`config.mk`:
```
export PLATFORM = sky130hd
export DESIGN_NAME = tick_task_release_table_unit
export DESIGN_NICKNAME = d
export VERILOG_FILES = /design/src/hw/rtl/ttrt_pkg.sv /design/src/hw/rtl/ttrt_ram.sv /design/src/hw/rtl/ttrt_seq.sv /design/src/hw/rtl/tick_task_release_table_unit.sv
export SDC_FILE = /design/constraint.sdc
export NUM_CORES = 1
export LEC_CHECK = 0
export ABC_AREA = 1
export BUFFER_PORTS_ARGS = -buffer_cell sky130_fd_sc_hd__clkbuf_2
export CORE_MARGIN = 8
export CORE_UTILIZATION = 50
export CTS_CLUSTER_SIZE = 20
export DETAILED_ROUTE_END_ITERATION = 7
export PLACE_DENSITY_LB_ADDON = 0.1
export SLEW_MARGIN = 20
export SYNTH_ARGS = -nofsm -noshare
export SYNTH_HDL_FRONTEND = slang
export SYNTH_SLANG_ARGS = --single-unit
```
`constraint.sdc`:
```
create_clock -name clk_i -period 5.1 [get_ports clk_i]
set_input_delay 1.275 -clock clk_i [delete_from_list [all_inputs] [get_ports clk_i]]
set_output_delay 1.275 -clock clk_i [all_outputs]
set_load 0.05 [all_outputs]
```
`src/hw/rtl/ttrt_pkg.sv`:
```
// ttrt_pkg: shared constants, types and helpers of the tick task release table
// used by ttrt_seq and tick_task_release_table_unit; depends on nothing

package ttrt_pkg;

  localparam int NUM_SLOTS    = 16;
  localparam int TICK_BITS    = 16;
  localparam int SLOT_W       = (NUM_SLOTS > 1) ? $clog2(NUM_SLOTS) : 1;
  localparam int CNT_W        = TICK_BITS + 1;
  localparam int SLOT_FIELD_W = 4;

  typedef enum logic [1:0] {
    STATUS_OK          = 2'd0,
    STATUS_FULL        = 2'd1,
    STATUS_ZERO_PERIOD = 2'd2
  } status_e;

  // one table entry as held in the memory
  typedef struct packed {
    logic [CNT_W-1:0]     cnt;
    logic [TICK_BITS-1:0] period;
  } ttrt_word_t;

  // events from the sequencer to the result stage
  typedef struct packed {
    logic              rel;
    logic [SLOT_W-1:0] rel_slot;
    logic              done;
    logic              add;
    logic [SLOT_W-1:0] add_slot;
    status_e           add_status;
  } ttrt_evt_t;

  // slot index reported modulo the width of the slot field
  function automatic logic [SLOT_FIELD_W-1:0] slot_field(logic [SLOT_W-1:0] s);
    logic [31:0] w;
    w = 32'(s);
    return w[SLOT_FIELD_W-1:0];
  endfunction

endpackage

```
`src/hw/rtl/ttrt_ram.sv`:
```
// ttrt_ram: generic single write port, single read port synchronous ram
// read data registered; depends on nothing

module ttrt_ram #(
  parameter int DEPTH = 16,
  parameter int WIDTH = 33,
  parameter int AW    = (DEPTH > 1) ? $clog2(DEPTH) : 1
) (
  input  logic             clk_i,
  input  logic             wr_en_i,
  input  logic [AW-1:0]    wr_addr_i,
  input  logic [WIDTH-1:0] wr_data_i,
  input  logic             rd_en_i,
  input  logic [AW-1:0]    rd_addr_i,
  output logic [WIDTH-1:0] rd_data_o
);

  logic [WIDTH-1:0] mem [DEPTH];

  always_ff @(posedge clk_i) begin
    if (wr_en_i) begin
      mem[wr_addr_i] <= wr_data_i;
    end
  end

  always_ff @(posedge clk_i) begin
    if (rd_en_i) begin
      rd_data_o <= mem[rd_addr_i];
    end
  end

endmodule

```
`src/hw/rtl/ttrt_seq.sv`:
```
// ttrt_seq: slot occupancy, add handling and the read-modify-write tick scan
// depends on ttrt_pkg and ttrt_ram

module ttrt_seq (
  input  logic                       clk_i,
  input  logic                       rst_ni,
  input  logic                       start_i,
  input  logic                       action_i,
  input  logic [15:0]                task_delay_i,
  input  logic [15:0]                task_period_i,
  output logic                       busy_o,
  output ttrt_pkg::ttrt_evt_t        evt_o
);

  localparam logic [1:0] ST_IDLE  = 2'd0;
  localparam logic [1:0] ST_SCAN  = 2'd1;
  localparam logic [1:0] ST_DRAIN = 2'd2;
  localparam logic [1:0] ST_FLUSH = 2'd3;

  localparam logic [ttrt_pkg::SLOT_W-1:0] LAST_IDX =
    ttrt_pkg::SLOT_W'(ttrt_pkg::NUM_SLOTS - 1);

  logic [1:0]                        state_q, state_d;
  logic [ttrt_pkg::SLOT_W-1:0]       idx_q, idx_d;
  logic [ttrt_pkg::NUM_SLOTS-1:0]    used_q, used_d;
  logic                              s1_vld_q;
  logic [ttrt_pkg::SLOT_W-1:0]       s1_idx_q;

  logic                              accept;
  logic                              free_any;
  logic [ttrt_pkg::SLOT_W-1:0]       free_idx;
  logic [31:0]                       delay_w, period_w;
  logic [ttrt_pkg::TICK_BITS-1:0]    delay_t, period_t;
  logic                              add_ok;
  ttrt_pkg::status_e                 add_status;

  logic                              wr_en;
  logic [ttrt_pkg::SLOT_W-1:0]       wr_addr;
  ttrt_pkg::ttrt_word_t              wr_word, rd_word;
  logic [ttrt_pkg::CNT_W-1:0]        cnt_dec;
  logic                              hit;

  assign accept = start_i && !busy_o;
  assign busy_o = (state_q != ST_IDLE);

  // operands taken modulo the tick width
  assign delay_w  = 32'(task_delay_i);
  assign period_w = 32'(task_period_i);
  assign delay_t  = delay_w[ttrt_pkg::TICK_BITS-1:0];
  assign period_t = period_w[ttrt_pkg::TICK_BITS-1:0];

  // lowest free slot
  always_comb begin
    free_idx = '0;
    for (int i = ttrt_pkg::NUM_SLOTS - 1; i >= 0; i--) begin
      if (!used_q[i]) begin
        free_idx = ttrt_pkg::SLOT_W'(i);
      end
    end
  end
  assign free_any = !(&used_q);

  always_comb begin
    if (period_t == '0) begin
      add_status = ttrt_pkg::STATUS_ZERO_PERIOD;
    end else if (!free_any) begin
      add_status = ttrt_pkg::STATUS_FULL;
    end else begin
      add_status = ttrt_pkg::STATUS_OK;
    end
  end
  assign add_ok = accept && action_i && (add_status == ttrt_pkg::STATUS_OK);

  // scan write-back: decrement, reload on zero
  assign cnt_dec = rd_word.cnt - ttrt_pkg::CNT_W'(1);
  assign hit     = s1_vld_q && (cnt_dec == '0);

  always_comb begin
    wr_en   = 1'b0;
    wr_addr = s1_idx_q;
    wr_word = rd_word;
    if (add_ok) begin
      wr_en          = 1'b1;
      wr_addr        = free_idx;
      wr_word.cnt    = {1'b0, delay_t} + ttrt_pkg::CNT_W'(1);
      wr_word.period = period_t;
    end else if (s1_vld_q) begin
      wr_en       = 1'b1;
      wr_word.cnt = hit ? {1'b0, rd_word.period} : cnt_dec;
    end
  end

  ttrt_ram #(
    .DEPTH (ttrt_pkg::NUM_SLOTS),
    .WIDTH ($bits(ttrt_pkg::ttrt_word_t))
  ) u_ram (
    .clk_i     (clk_i),
    .wr_en_i   (wr_en),
    .wr_addr_i (wr_addr),
    .wr_data_i (wr_word),
    .rd_en_i   (state_q == ST_SCAN),
    .rd_addr_i (idx_q),
    .rd_data_o (rd_word)
  );

  always_comb begin
    state_d = state_q;
    idx_d   = idx_q;
    used_d  = used_q;
    if (add_ok) begin
      used_d[free_idx] = 1'b1;
    end
    case (state_q)
      ST_IDLE: begin
        if (accept && !action_i) begin
          state_d = ST_SCAN;
          idx_d   = '0;
        end
      end
      ST_SCAN: begin
        if (idx_q == LAST_IDX) begin
          state_d = ST_DRAIN;
        end else begin
          idx_d = idx_q + ttrt_pkg::SLOT_W'(1);
        end
      end
      ST_DRAIN: state_d = ST_FLUSH;
      ST_FLUSH: state_d = ST_IDLE;
      default:  state_d = ST_IDLE;
    endcase
  end

  always_ff @(posedge clk_i or negedge rst_ni) begin
    if (!rst_ni) begin
      state_q  <= ST_IDLE;
      idx_q    <= '0;
      used_q   <= '0;
      s1_vld_q <= 1'b0;
    end else begin
      state_q  <= state_d;
      idx_q    <= idx_d;
      used_q   <= used_d;
      s1_vld_q <= (state_q == ST_SCAN) && used_q[idx_q];
    end
  end

  always_ff @(posedge clk_i) begin
    s1_idx_q <= idx_q;
  end

  always_comb begin
    evt_o            = '0;
    evt_o.rel        = hit;
    evt_o.rel_slot   = s1_idx_q;
    evt_o.done       = (state_q == ST_FLUSH);
    evt_o.add        = accept && action_i;
    evt_o.add_slot   = add_ok ? free_idx : '0;
    evt_o.add_status = add_status;
  end

  // scan write-back and add write never collide
  assert property (@(posedge clk_i) disable iff (!rst_ni)
    !(add_ok && s1_vld_q))
    else $error("add write overlaps scan write-back");

  // a stage-one entry only follows a scan read
  assert property (@(posedge clk_i) disable iff (!rst_ni)
    s1_vld_q |-> ($past(state_q) == ST_SCAN))
    else $error("write-back without scan read");

  // a granted slot was free before and is used after
  assert property (@(posedge clk_i) disable iff (!rst_ni)
    add_ok |-> (!used_q[free_idx] ##1 used_q[$past(free_idx)]))
    else $error("granted slot occupancy wrong");

endmodule

```
`src/hw/rtl/tick_task_release_table_unit.sv`:
```
// tick_task_release_table_unit: top level of the tick task release table
// depends on ttrt_pkg and ttrt_seq (which holds the table ram)

// A periodic task table of NUM_SLOTS slots. An item is taken when start is
// high and busy is low. An add item (action 1) takes the lowest free slot and
// answers in the cycle after acceptance with one result: the granted slot and
// status ok, or status table full / zero period (zero period wins) with slot
// 0. An add leaves busy low, so a new item may follow at once. A tick item
// (action 0) walks every slot once through the single read port of the
// table ram, one slot a cycle, and a read-modify-write pipeline decrements
// each used countdown and reloads it from the period when it reaches zero;
// a tick holds busy high until the walk ends. Each slot that hits zero gives
// one release result in ascending slot order; the results trail the walk by
// one release so that the final one can carry last, and the final one
// appears at the end of the walk. A tick with no release gives no result.
// Every result sits on the result ports for exactly one cycle, marked by
// result_valid_o; the receiver cannot stall.

module tick_task_release_table_unit (
  input  logic                              clk_i,
  input  logic                              rst_ni,
  input  logic                              start,
  output logic                              busy,
  input  logic                              action_i,
  input  logic [15:0]                       task_delay_i,
  input  logic [15:0]                       task_period_i,
  output logic                              result_valid_o,
  output logic                              is_release_o,
  output logic [ttrt_pkg::SLOT_FIELD_W-1:0] slot_o,
  output logic [1:0]                        status_o,
  output logic                              last_o
);

  ttrt_pkg::ttrt_evt_t               evt;

  // one release held back until the next one or the end of the walk
  logic                              pend_vld_q, pend_vld_d;
  logic [ttrt_pkg::SLOT_W-1:0]       pend_slot_q, pend_slot_d;

  // result register
  logic                              out_vld_q, out_vld_d;
  logic                              out_rel_q, out_rel_d;
  logic [ttrt_pkg::SLOT_FIELD_W-1:0] out_slot_q, out_slot_d;
  ttrt_pkg::status_e                 out_status_q, out_status_d;
  logic                              out_last_q, out_last_d;

  ttrt_seq u_seq (
    .clk_i         (clk_i),
    .rst_ni        (rst_ni),
    .start_i       (start),
    .action_i      (action_i),
    .task_delay_i  (task_delay_i),
    .task_period_i (task_period_i),
    .busy_o        (busy),
    .evt_o         (evt)
  );

  always_comb begin
    pend_vld_d   = pend_vld_q;
    pend_slot_d  = pend_slot_q;
    out_vld_d    = 1'b0;
    out_rel_d    = 1'b0;
    out_slot_d   = out_slot_q;
    out_status_d = ttrt_pkg::STATUS_OK;
    out_last_d   = 1'b0;
    // answer to an add goes straight out
    if (evt.add) begin
      out_vld_d    = 1'b1;
      out_slot_d   = ttrt_pkg::slot_field(evt.add_slot);
      out_status_d = evt.add_status;
      out_last_d   = 1'b1;
    end
    // new release: the held one is not the final one
    if (evt.rel) begin
      if (pend_vld_q) begin
        out_vld_d  = 1'b1;
        out_rel_d  = 1'b1;
        out_slot_d = ttrt_pkg::slot_field(pend_slot_q);
      end
      pend_vld_d  = 1'b1;
      pend_slot_d = evt.rel_slot;
    end
    // end of walk: the held release is the final one
    if (evt.done) begin
      if (pend_vld_q) begin
        out_vld_d  = 1'b1;
        out_rel_d  = 1'b1;
        out_slot_d = ttrt_pkg::slot_field(pend_slot_q);
        out_last_d = 1'b1;
      end
      pend_vld_d = 1'b0;
    end
  end

  always_ff @(posedge clk_i or negedge rst_ni) begin
    if (!rst_ni) begin
      pend_vld_q <= 1'b0;
      out_vld_q  <= 1'b0;
    end else begin
      pend_vld_q <= pend_vld_d;
      out_vld_q  <= out_vld_d;
    end
  end

  always_ff @(posedge clk_i) begin
    pend_slot_q  <= pend_slot_d;
    out_rel_q    <= out_rel_d;
    out_slot_q   <= out_slot_d;
    out_status_q <= out_status_d;
    out_last_q   <= out_last_d;
  end

  assign result_valid_o = out_vld_q;
  assign is_release_o   = out_rel_q;
  assign slot_o         = out_slot_q;
  assign status_o       = out_status_q;
  assign last_o         = out_last_q;

  // release and end of walk never come in the same cycle
  assert property (@(posedge clk_i) disable iff (!rst_ni)
    !(evt.rel && evt.done))
    else $error("release and end of walk together");

  // no held release when a new item is taken
  assert property (@(posedge clk_i) disable iff (!rst_ni)
    (start && !busy) |-> !pend_vld_q)
    else $error("held release left over at item acceptance");

  // releases always carry status ok
  assert property (@(posedge clk_i) disable iff (!rst_ni)
    (result_valid_o && is_release_o) |-> (status_o == ttrt_pkg::STATUS_OK))
    else $error("release with non-ok status");

  // the walk ends with the held release cleared
  assert property (@(posedge clk_i) disable iff (!rst_ni)
    evt.done |=> !pend_vld_q)
    else $error("held release survives end of walk");

endmodule

```
==> results_dict.tcl, run 1 <==
set metrics [dict create \
    grt_pass1_wl_um 106000 \
    cts-resized-gates 0 \
    ys_seq_area_share_pct 72.2 \
    num_vias 17074 \
    cts_tree "built" \
    synth-simple-area-share_pct 13.4 \
    synth_nets 2095 \
    dp_cells 2714 \
    synth_top_area_share_pct 68.7 \
    clkLatencyLatePin_ps 620 \
    die-area_sq_um 56800 \
    grt_pass1_vias 16213 \
    clock-sinks 602 \
    core_area_sq_um 48800 \
    wl_per_cell_um 25.6 \
    cp-end-kind "flip-flop" \
    synth_compound_area_share_pct 10.5 \
    synth_top_family_by_area "simple AND/OR/NAND/NOR gates" \
    io_buffers 45 \
    hp-class "reg -> reg" \
    synth_common_cells "edfxtp_1 (565), nand2_1 (376), nor2_1 (214)" \
    clk_path_buf_depth 3 \
    peakVddDrop_mv 0.338 \
    place_ws_ps 43.5 \
    fin_ws_ps 696 \
    holdBufCountCts 0 \
    tns_ps 0 \
    fin_crit_ps 4400 \
    start_util_pct 50.6 \
    total_power_uw 17200 \
    final_cells 2826 \
    ant_nets 0 \
    viasPerCell 6.04 \
    postCtsSetupRepairBufs 0 \
    htree_levels 2 \
    outcome "completed" \
    syn_avg_cell_area_sq_um 12.0 \
    io_pins 46 \
    drive_gt1_share_pct 12.2 \
    syn-instance-count 2051 \
    synth_fa_ha_area_share_pct 0.405 \
    criticalPathCategory "in -> reg" \
    synth_seq_cells 602 \
    powerDensity_nw_per_um2 611 \
    grt_use_total_pct 25.0 \
    drt-initial-drc-count 1812 \
    syn_to_final_growth_pct 14.0 \
    finalMaxSlewViolations 0 \
    antenna_cells 0 \
    antenna_found_initial 0 \
    dp_hpwl_um 43200 \
    clockRootBuffer "clkbuf_16" \
    crit_arrival_ps 4710 \
    rsz0062_at_grt "false" \
    worst_slew_pin_slew_ps 905 \
    die_w_um 238 \
    ys_async_sr_fraction_pct 4.15 \
    cts.clk_slew.worst_paths_ps 60 \
    die_y_um 238 \
    ys_types 46 \
    synth_edf_count 565 \
    maxCapViolCount 0 \
    final_nets 2156 \
    slew_headroom_pct 39.7 \
    drc 0 \
    globalRoute.totalOverflow 0 \
    synth.mux.area_fraction_pct 0 \
    synth_area_leaders "edfxtp_1 (69%), nand2_1 (5.7%), o21ai_0 (4.3%)" \
    ys.flop_type "edfxtp_1" \
    leakagePower_uw 0.00980 \
    synth.most_common_cell "edfxtp_1" \
    synth-xor-area-share_pct 0.385 \
    netlist_area_sq_um 24700 \
    cp-start-kind "input pin" \
    drt-total-wl_um 72200 \
    setup_viol 0 \
    cts_buffers 60 \
    grt_max_degree 126 \
    yosysWarnings 0 \
    hold_viol 0 \
    hold_ws_ps 438 \
    synth.largest_area_cell "edfxtp_1" \
    fmax_mhz 227 \
    cp_max_fo 29 \
    required_ps 5400 \
    row_count 81 \
    fin_crit_sh_pct 86.4 \
    fin_skew_ps 21.5 \
    gp_congestion 0.887 \
    drtPass1Iterations 5 \
]
==> kinds of logic after synthesis <==
logic type / Yosys count
AO/OA/AOI/OAI: 446
XOR/XNOR: 10
adder cells (fa/ha/maj): 8
buffers and inverters: 204
flip-flops: 602
AND/OR/NAND/NOR: 781
==> layout by cell type, fill, tap and decap left out, types with 4 or more instances in the layout <==
cell	netlist	routed
nor2_1	214	197
a21oi_1	101	101
nand3_1	117	117
dfrtp_1	25	21
clkinv_2	0	13
o211ai_1	6	6
inv_6	0	4
nor4_1	7	6
clkbuf_2	0	45
o22ai_1	45	45
ha_1	8	7
nand4_1	31	31
clkinv_1	5	16
nor2_4	4	21
nor3_1	8	8
bufinv_16	0	6
clkbuf_1	100	13
nand2_2	3	4
a221oi_1	40	40
nand3_2	4	4
dfxtp_1	12	12
edfxtp_1	565	565
clkbuf_16	0	60
nand2_1	376	375
inv_1	79	77
buf_12	0	23
xor2_1	9	9
o21ai_0	213	213
buf_4	1	46
inv_2	5	9
nor2_2	8	8
o221ai_1	25	25
==> final timing paths <==
check	to	slack [ps]	start	depth (start not counted)
min	pend_slot_q[2]	440	u_seq.s1_idx_q[2]	0
min in group asynchronous	u_seq.used_q[12]	680	rst_ni	1
min reg2reg	pend_slot_q[2]	440	u_seq.s1_idx_q[2]	0
max in group asynchronous	u_seq.idx_q[0]	3930	rst_ni	1
max reg2reg	u_seq.u_ram.mem[1][28]	840	u_seq.state_q[0]	12
max	u_seq.u_ram.mem[1][28]	700	task_period_i[13]	10
==> sequential cells by signal (all words and copies together), names as in the netlist <==
register	count
is_release_o	1
last_o	1
pend_slot_q	4
pend_vld_q	1
result_valid_o	1
slot_o	4
status_o	2
u_seq.idx_q	4
u_seq.s1_idx_q	4
u_seq.s1_vld_q	1
u_seq.state_q	2
u_seq.u_ram.mem	528
u_seq.u_ram.rd_data_o	33
u_seq.used_q	16
==> metal layers <==
metal,up-vias,share of wire [%],GRT usage [%]
met3,126,8.7,4.03
met4,0,2.8,8.06
met2,826,46,39.0
li1,7595,-,-
met5,-,0,0
met1,8527,43,35.8
==> critical path, cell delays in order <==
cell	delay, ps
clkbuf_2	90
nor4_2	670
buf_4	230
nand4_1	260
nand2_1	230
nor2_4	170
o21ai_0	580
nand3_1	470
nor2_4	410
buf_12	290
==> power breakdown <==
| part | switching, uW | leakage, uW | internal [uW] |
|---|---|---|---|
| logic | 4290 | 0.00339 | 1320 |
| clock network | 1860 | 0.000933 | 2460 |
| registers | 395 | 0.00547 | 6890 |
==> metrics by stage <==
step                utilization [%]  area, sq um
floorplan                         -        24700
global placement               53.8        26300
detailed placement             53.8        26300
CTS                            57.7        28200
global route                   57.7        28200
finish                         57.7        28200
==> cell type report <==
type                    count  area [sq um]
clock buffers              73          1550
clock inverters            39           355
fillers                  4068         20700
inverters                  89           339
multi-input cells        1245          6220
flip-flops and latches    602         17800
well taps                 664           831
repair buffers            114          1030
Note: power is estimated with default switching activity, not from simulation.
==> run 2, diff against run 1 <==
--- a/config.mk
+++ b/config.mk
@@ -5,10 +5,11 @@
 export SDC_FILE = /design/constraint.sdc
 export NUM_CORES = 1
 export LEC_CHECK = 0
-export ABC_AREA = 1
 export BUFFER_PORTS_ARGS = -buffer_cell sky130_fd_sc_hd__clkbuf_2
+export CORE_ASPECT_RATIO = 1.25
 export CORE_MARGIN = 8
 export CORE_UTILIZATION = 50
+export CTS_BUF_LIST = sky130_fd_sc_hd__clkbuf_4 sky130_fd_sc_hd__clkbuf_8
 export CTS_CLUSTER_SIZE = 20
 export DETAILED_ROUTE_END_ITERATION = 7
 export PLACE_DENSITY_LB_ADDON = 0.1
==> run 2 against run 1 <==
Net effect: critical path depth stayed put; final area decreased by 1.3%; synthesized cell count fell by 29%; cell count down 18%; clock skew is 2.3 ps lower; synthesized area is 0.65% lower; wire length is 14% lower; fmax grew 14%; critical endpoint is now u_seq.u_ram.mem[4][7]; count of clock-buffer cells in the layout increased by 58; via count shrank 19%; combinational power decreased by 16%; non-clock buffer count fell by 22.
==> results_dict.tcl, run 2 <==
set metrics [dict create \
    outcome "completed" \
    clkLatencyLatePin_ps 670 \
    slew_headroom_pct 37.5 \
    max_stage_delay_ps 480 \
    grt_max_degree 55 \
    powerDensity_nw_per_um2 580 \
    synth.largest_area_cell "edfxtp_1" \
    startpoint "task_period_i[3]" \
    dp_cells 2130 \
    clk_path_buf_depth 3 \
    cts_tree "built" \
    setup_viol 0 \
    maxCapViolCount 0 \
    cp-endpoint "u_seq.u_ram.mem[4][7]" \
    cts_buffers 94 \
    syn_to_final_growth_pct 13.3 \
    grt_pass1_vias 14029 \
    ys_async_sr_fraction_pct 4.15 \
    cp_max_fo 22 \
    die_w_um 214 \
    drtPass1Iterations 7 \
    drive_gt1_share_pct 22.4 \
    ant_nets 0 \
    drt-initial-drc-count 1326 \
    largest_reg_flops 528 \
    r2r_start "u_seq.u_ram.rd_data_o[16]" \
    synth_nets 1509 \
    fin_crit_ps 3870 \
    peakVddDrop_mv 0.320 \
    final_cells 2305 \
    drc 0 \
    clockRootBuffer "clkbuf_8" \
    synth_seq_cells 602 \
    yosysWarnings 0 \
    grt_use_total_pct 21.7 \
    rsz0062_at_grt "false" \
    dp_hpwl_um 37500 \
    hp-class "reg -> reg" \
    r2r.worst_path.cells 10 \
    cts.clk_slew.worst_paths_ps 60 \
    fin_crit_sh_pct 75.9 \
    cp_num_cells 10 \
    holdBufCountCts 0 \
    hold_viol 0 \
    cts-resized-gates 0 \
    mostFrequentLayoutCell "edfxtp_1" \
    io_pins 46 \
    synth_area_leaders "edfxtp_1 (69%), mux4_2 (6.5%), mux2i_1 (4.4%)" \
    fin_ws_ps 1230 \
    cp-end-kind "flip-flop" \
    drt-total-wl_um 62200 \
    start_util_pct 50.1 \
    path_buf_inv 3 \
    fin_skew_ps 19.2 \
    netlist_area_sq_um 24500 \
    place_area_sq_um 26000 \
    final_core_util_pct 56.8 \
    critPathTopFamily "simple AND/OR/NAND/NOR gates" \
    place_ws_ps 610 \
    die_y_um 264 \
    synth.most_common_cell "edfxtp_1" \
    fillers 3820 \
    finalMaxSlewViolations 0 \
    gp_congestion 0.873 \
    crit_arrival_ps 4240 \
    design_area_sq_um 27800 \
    globalRoute.totalOverflow 0 \
    reg.largest.list "u_seq.u_ram.mem (528), u_seq.u_ram.rd_data_o (33), u_seq.used_q (16)" \
    synth_common_cells "edfxtp_1 (565), nand2_1 (130), mux2i_1 (108)" \
    syn_avg_cell_area_sq_um 16.8 \
    sequentialPowerShare_pct 46.6 \
    switchingPower_uw 5530 \
    cp-start-kind "input pin" \
    io_buffers 45 \
    r2r-end "u_seq.u_ram.mem[12][24]" \
    regToRegSetupSlack_ps 1230 \
    leakagePower_uw 0.00931 \
    p_sw_share_pct 34.2 \
    htree_levels 3 \
    antenna_found_initial 1 \
    ys.flop_type "edfxtp_1" \
    criticalPathCategory "in -> reg" \
    num_vias 13826 \
    top_register "u_seq.u_ram.mem" \
    power_frac_comb_pct 29.2 \
    p_int_uw 10600 \
    row_count 91 \
    ys_seq_area_share_pct 72.7 \
    crit_chain "clkbuf_2 > nor4_1 > nand4_1 > nand2b_1 > a21oi_4 > buf_16 > or3_1 > o21a_1 > nor2_4 > buf_12" \
    ys_types 62 \
    grt_pass1_wl_um 91800 \
    pwr-share-clk_pct 24.1 \
    viasPerCell 6.00 \
    wl_per_cell_um 27.0 \
    clock-sinks 602 \
    synth_top_area_share_pct 69.1 \
    required_ps 5470 \
    syn-instance-count 1465 \
    tns_ps 0 \
    final_cell_mix "edfxtp_1 (565), nand2_1 (130), mux2i_1 (108), clkbuf_8 (97), o21ai_0 (72)" \
    die-area_sq_um 56500 \
    worst_slew_pin_slew_ps 934 \
    synth_edf_count 565 \
    final_nets 1621 \
    timing.critical_path.slowest_stage_cell "nand4_1" \
    core_area_sq_um 49000 \
    fmax_mhz 258 \
    postCtsSetupRepairBufs 0 \
]
-- run 2: cell types whose count changed after synthesis, sizes merged, moves of 43 or more --
cell / previous run / this run
inv: 84 / 17
o21ai: 217 / 74
o22ai: 45 / 2
mux4: 0 / 71
a21oi: 104 / 50
nand2: 380 / 130
mux2i: 0 / 108
clkbuf: 100 / 47
nand3: 121 / 22
nor2: 226 / 46
-- run 2: layer usage --
layer	global-route usage, %	vias to the layer above	share of wire, %
met1	29.1	7157	42
met3	3.44	74	5.7
met5	0	-	0
li1	-	6067	-
met4	6.47	0	1.7
met2	36.6	528	50
-- run 2: worst min-delay path by stage --
| stage | startpoint | endpoint | slack [ps] | cells past startpoint |
|---|---|---|---|---|
| after global placement | pend_slot_q[2] | slot_o[2] | 440 | 1 |
| after global routing | pend_slot_q[1] | slot_o[1] | 460 | 1 |
| after floorplan | u_seq.idx_q[3] | u_seq.s1_idx_q[3] | 350 | 0 |
| final | pend_slot_q[1] | slot_o[1] | 450 | 1 |
| after detailed placement | pend_slot_q[1] | slot_o[1] | 440 | 1 |
| after CTS | pend_slot_q[2] | slot_o[2] | 450 | 1 |
-- run 2: worst reg2reg max path: cells and delay by family (launching register included) --
family / cells / cell delay [ps]
adder cells (fa/ha/maj): 1 / 300
AO/OA/AOI/OAI: 1 / 530
XOR/XNOR: 1 / 210
flip-flops: 1 / 480
buffers and inverters: 2 / 420
AND/OR/NAND/NOR: 5 / 1670
-- run 2: final cells by class --
type	instances	area, sq um	area share [%]
repair buffers	92	811	2.92
multi-input cells	770	6470	23.3
diodes	1	2.50	0.00900
flip-flops and latches	602	17800	64.2
clock buffers	131	1590	5.72
well taps	651	815	2.93
inverters	17	63.8	0.229
clock inverters	41	214	0.769
-- run 2: per-stage QoR --
step / total power, uW / hold WS (ps)
floorplan: 10400 / 345
global placement: 12300 / 438
detailed placement: 12400 / 439
CTS: 16200 / 450
global route: 16800 / 463
finish: 16100 / 447
-- run 2: kinds of logic (layout without fill, tap and decap cells) --
family | after synthesis | in the layout | synth area share (%)
multiplexers | 209 | 209 | 12.3
buffers and inverters | 93 | 281 | 1.54
AND/OR/NAND/NOR | 273 | 273 | 5.30
adder cells (fa/ha/maj) | 8 | 8 | 0.408
other | 0 | 1 | 0
flip-flops | 602 | 602 | 72.7
AO/OA/AOI/OAI | 248 | 248 | 6.66
XOR/XNOR | 32 | 32 | 1.14
-- run 2: power by group through the flow --
stage / sequential, uW / combinational (uW) / clock, uW
after floorplan: 7210 / 3190 / 0
after global placement: 7600 / 4690 / 0
after detailed placement: 7620 / 4740 / 0
after CTS: 7520 / 4750 / 3980
after global routing: 7560 / 5090 / 4190
final: 7520 / 4720 / 3900
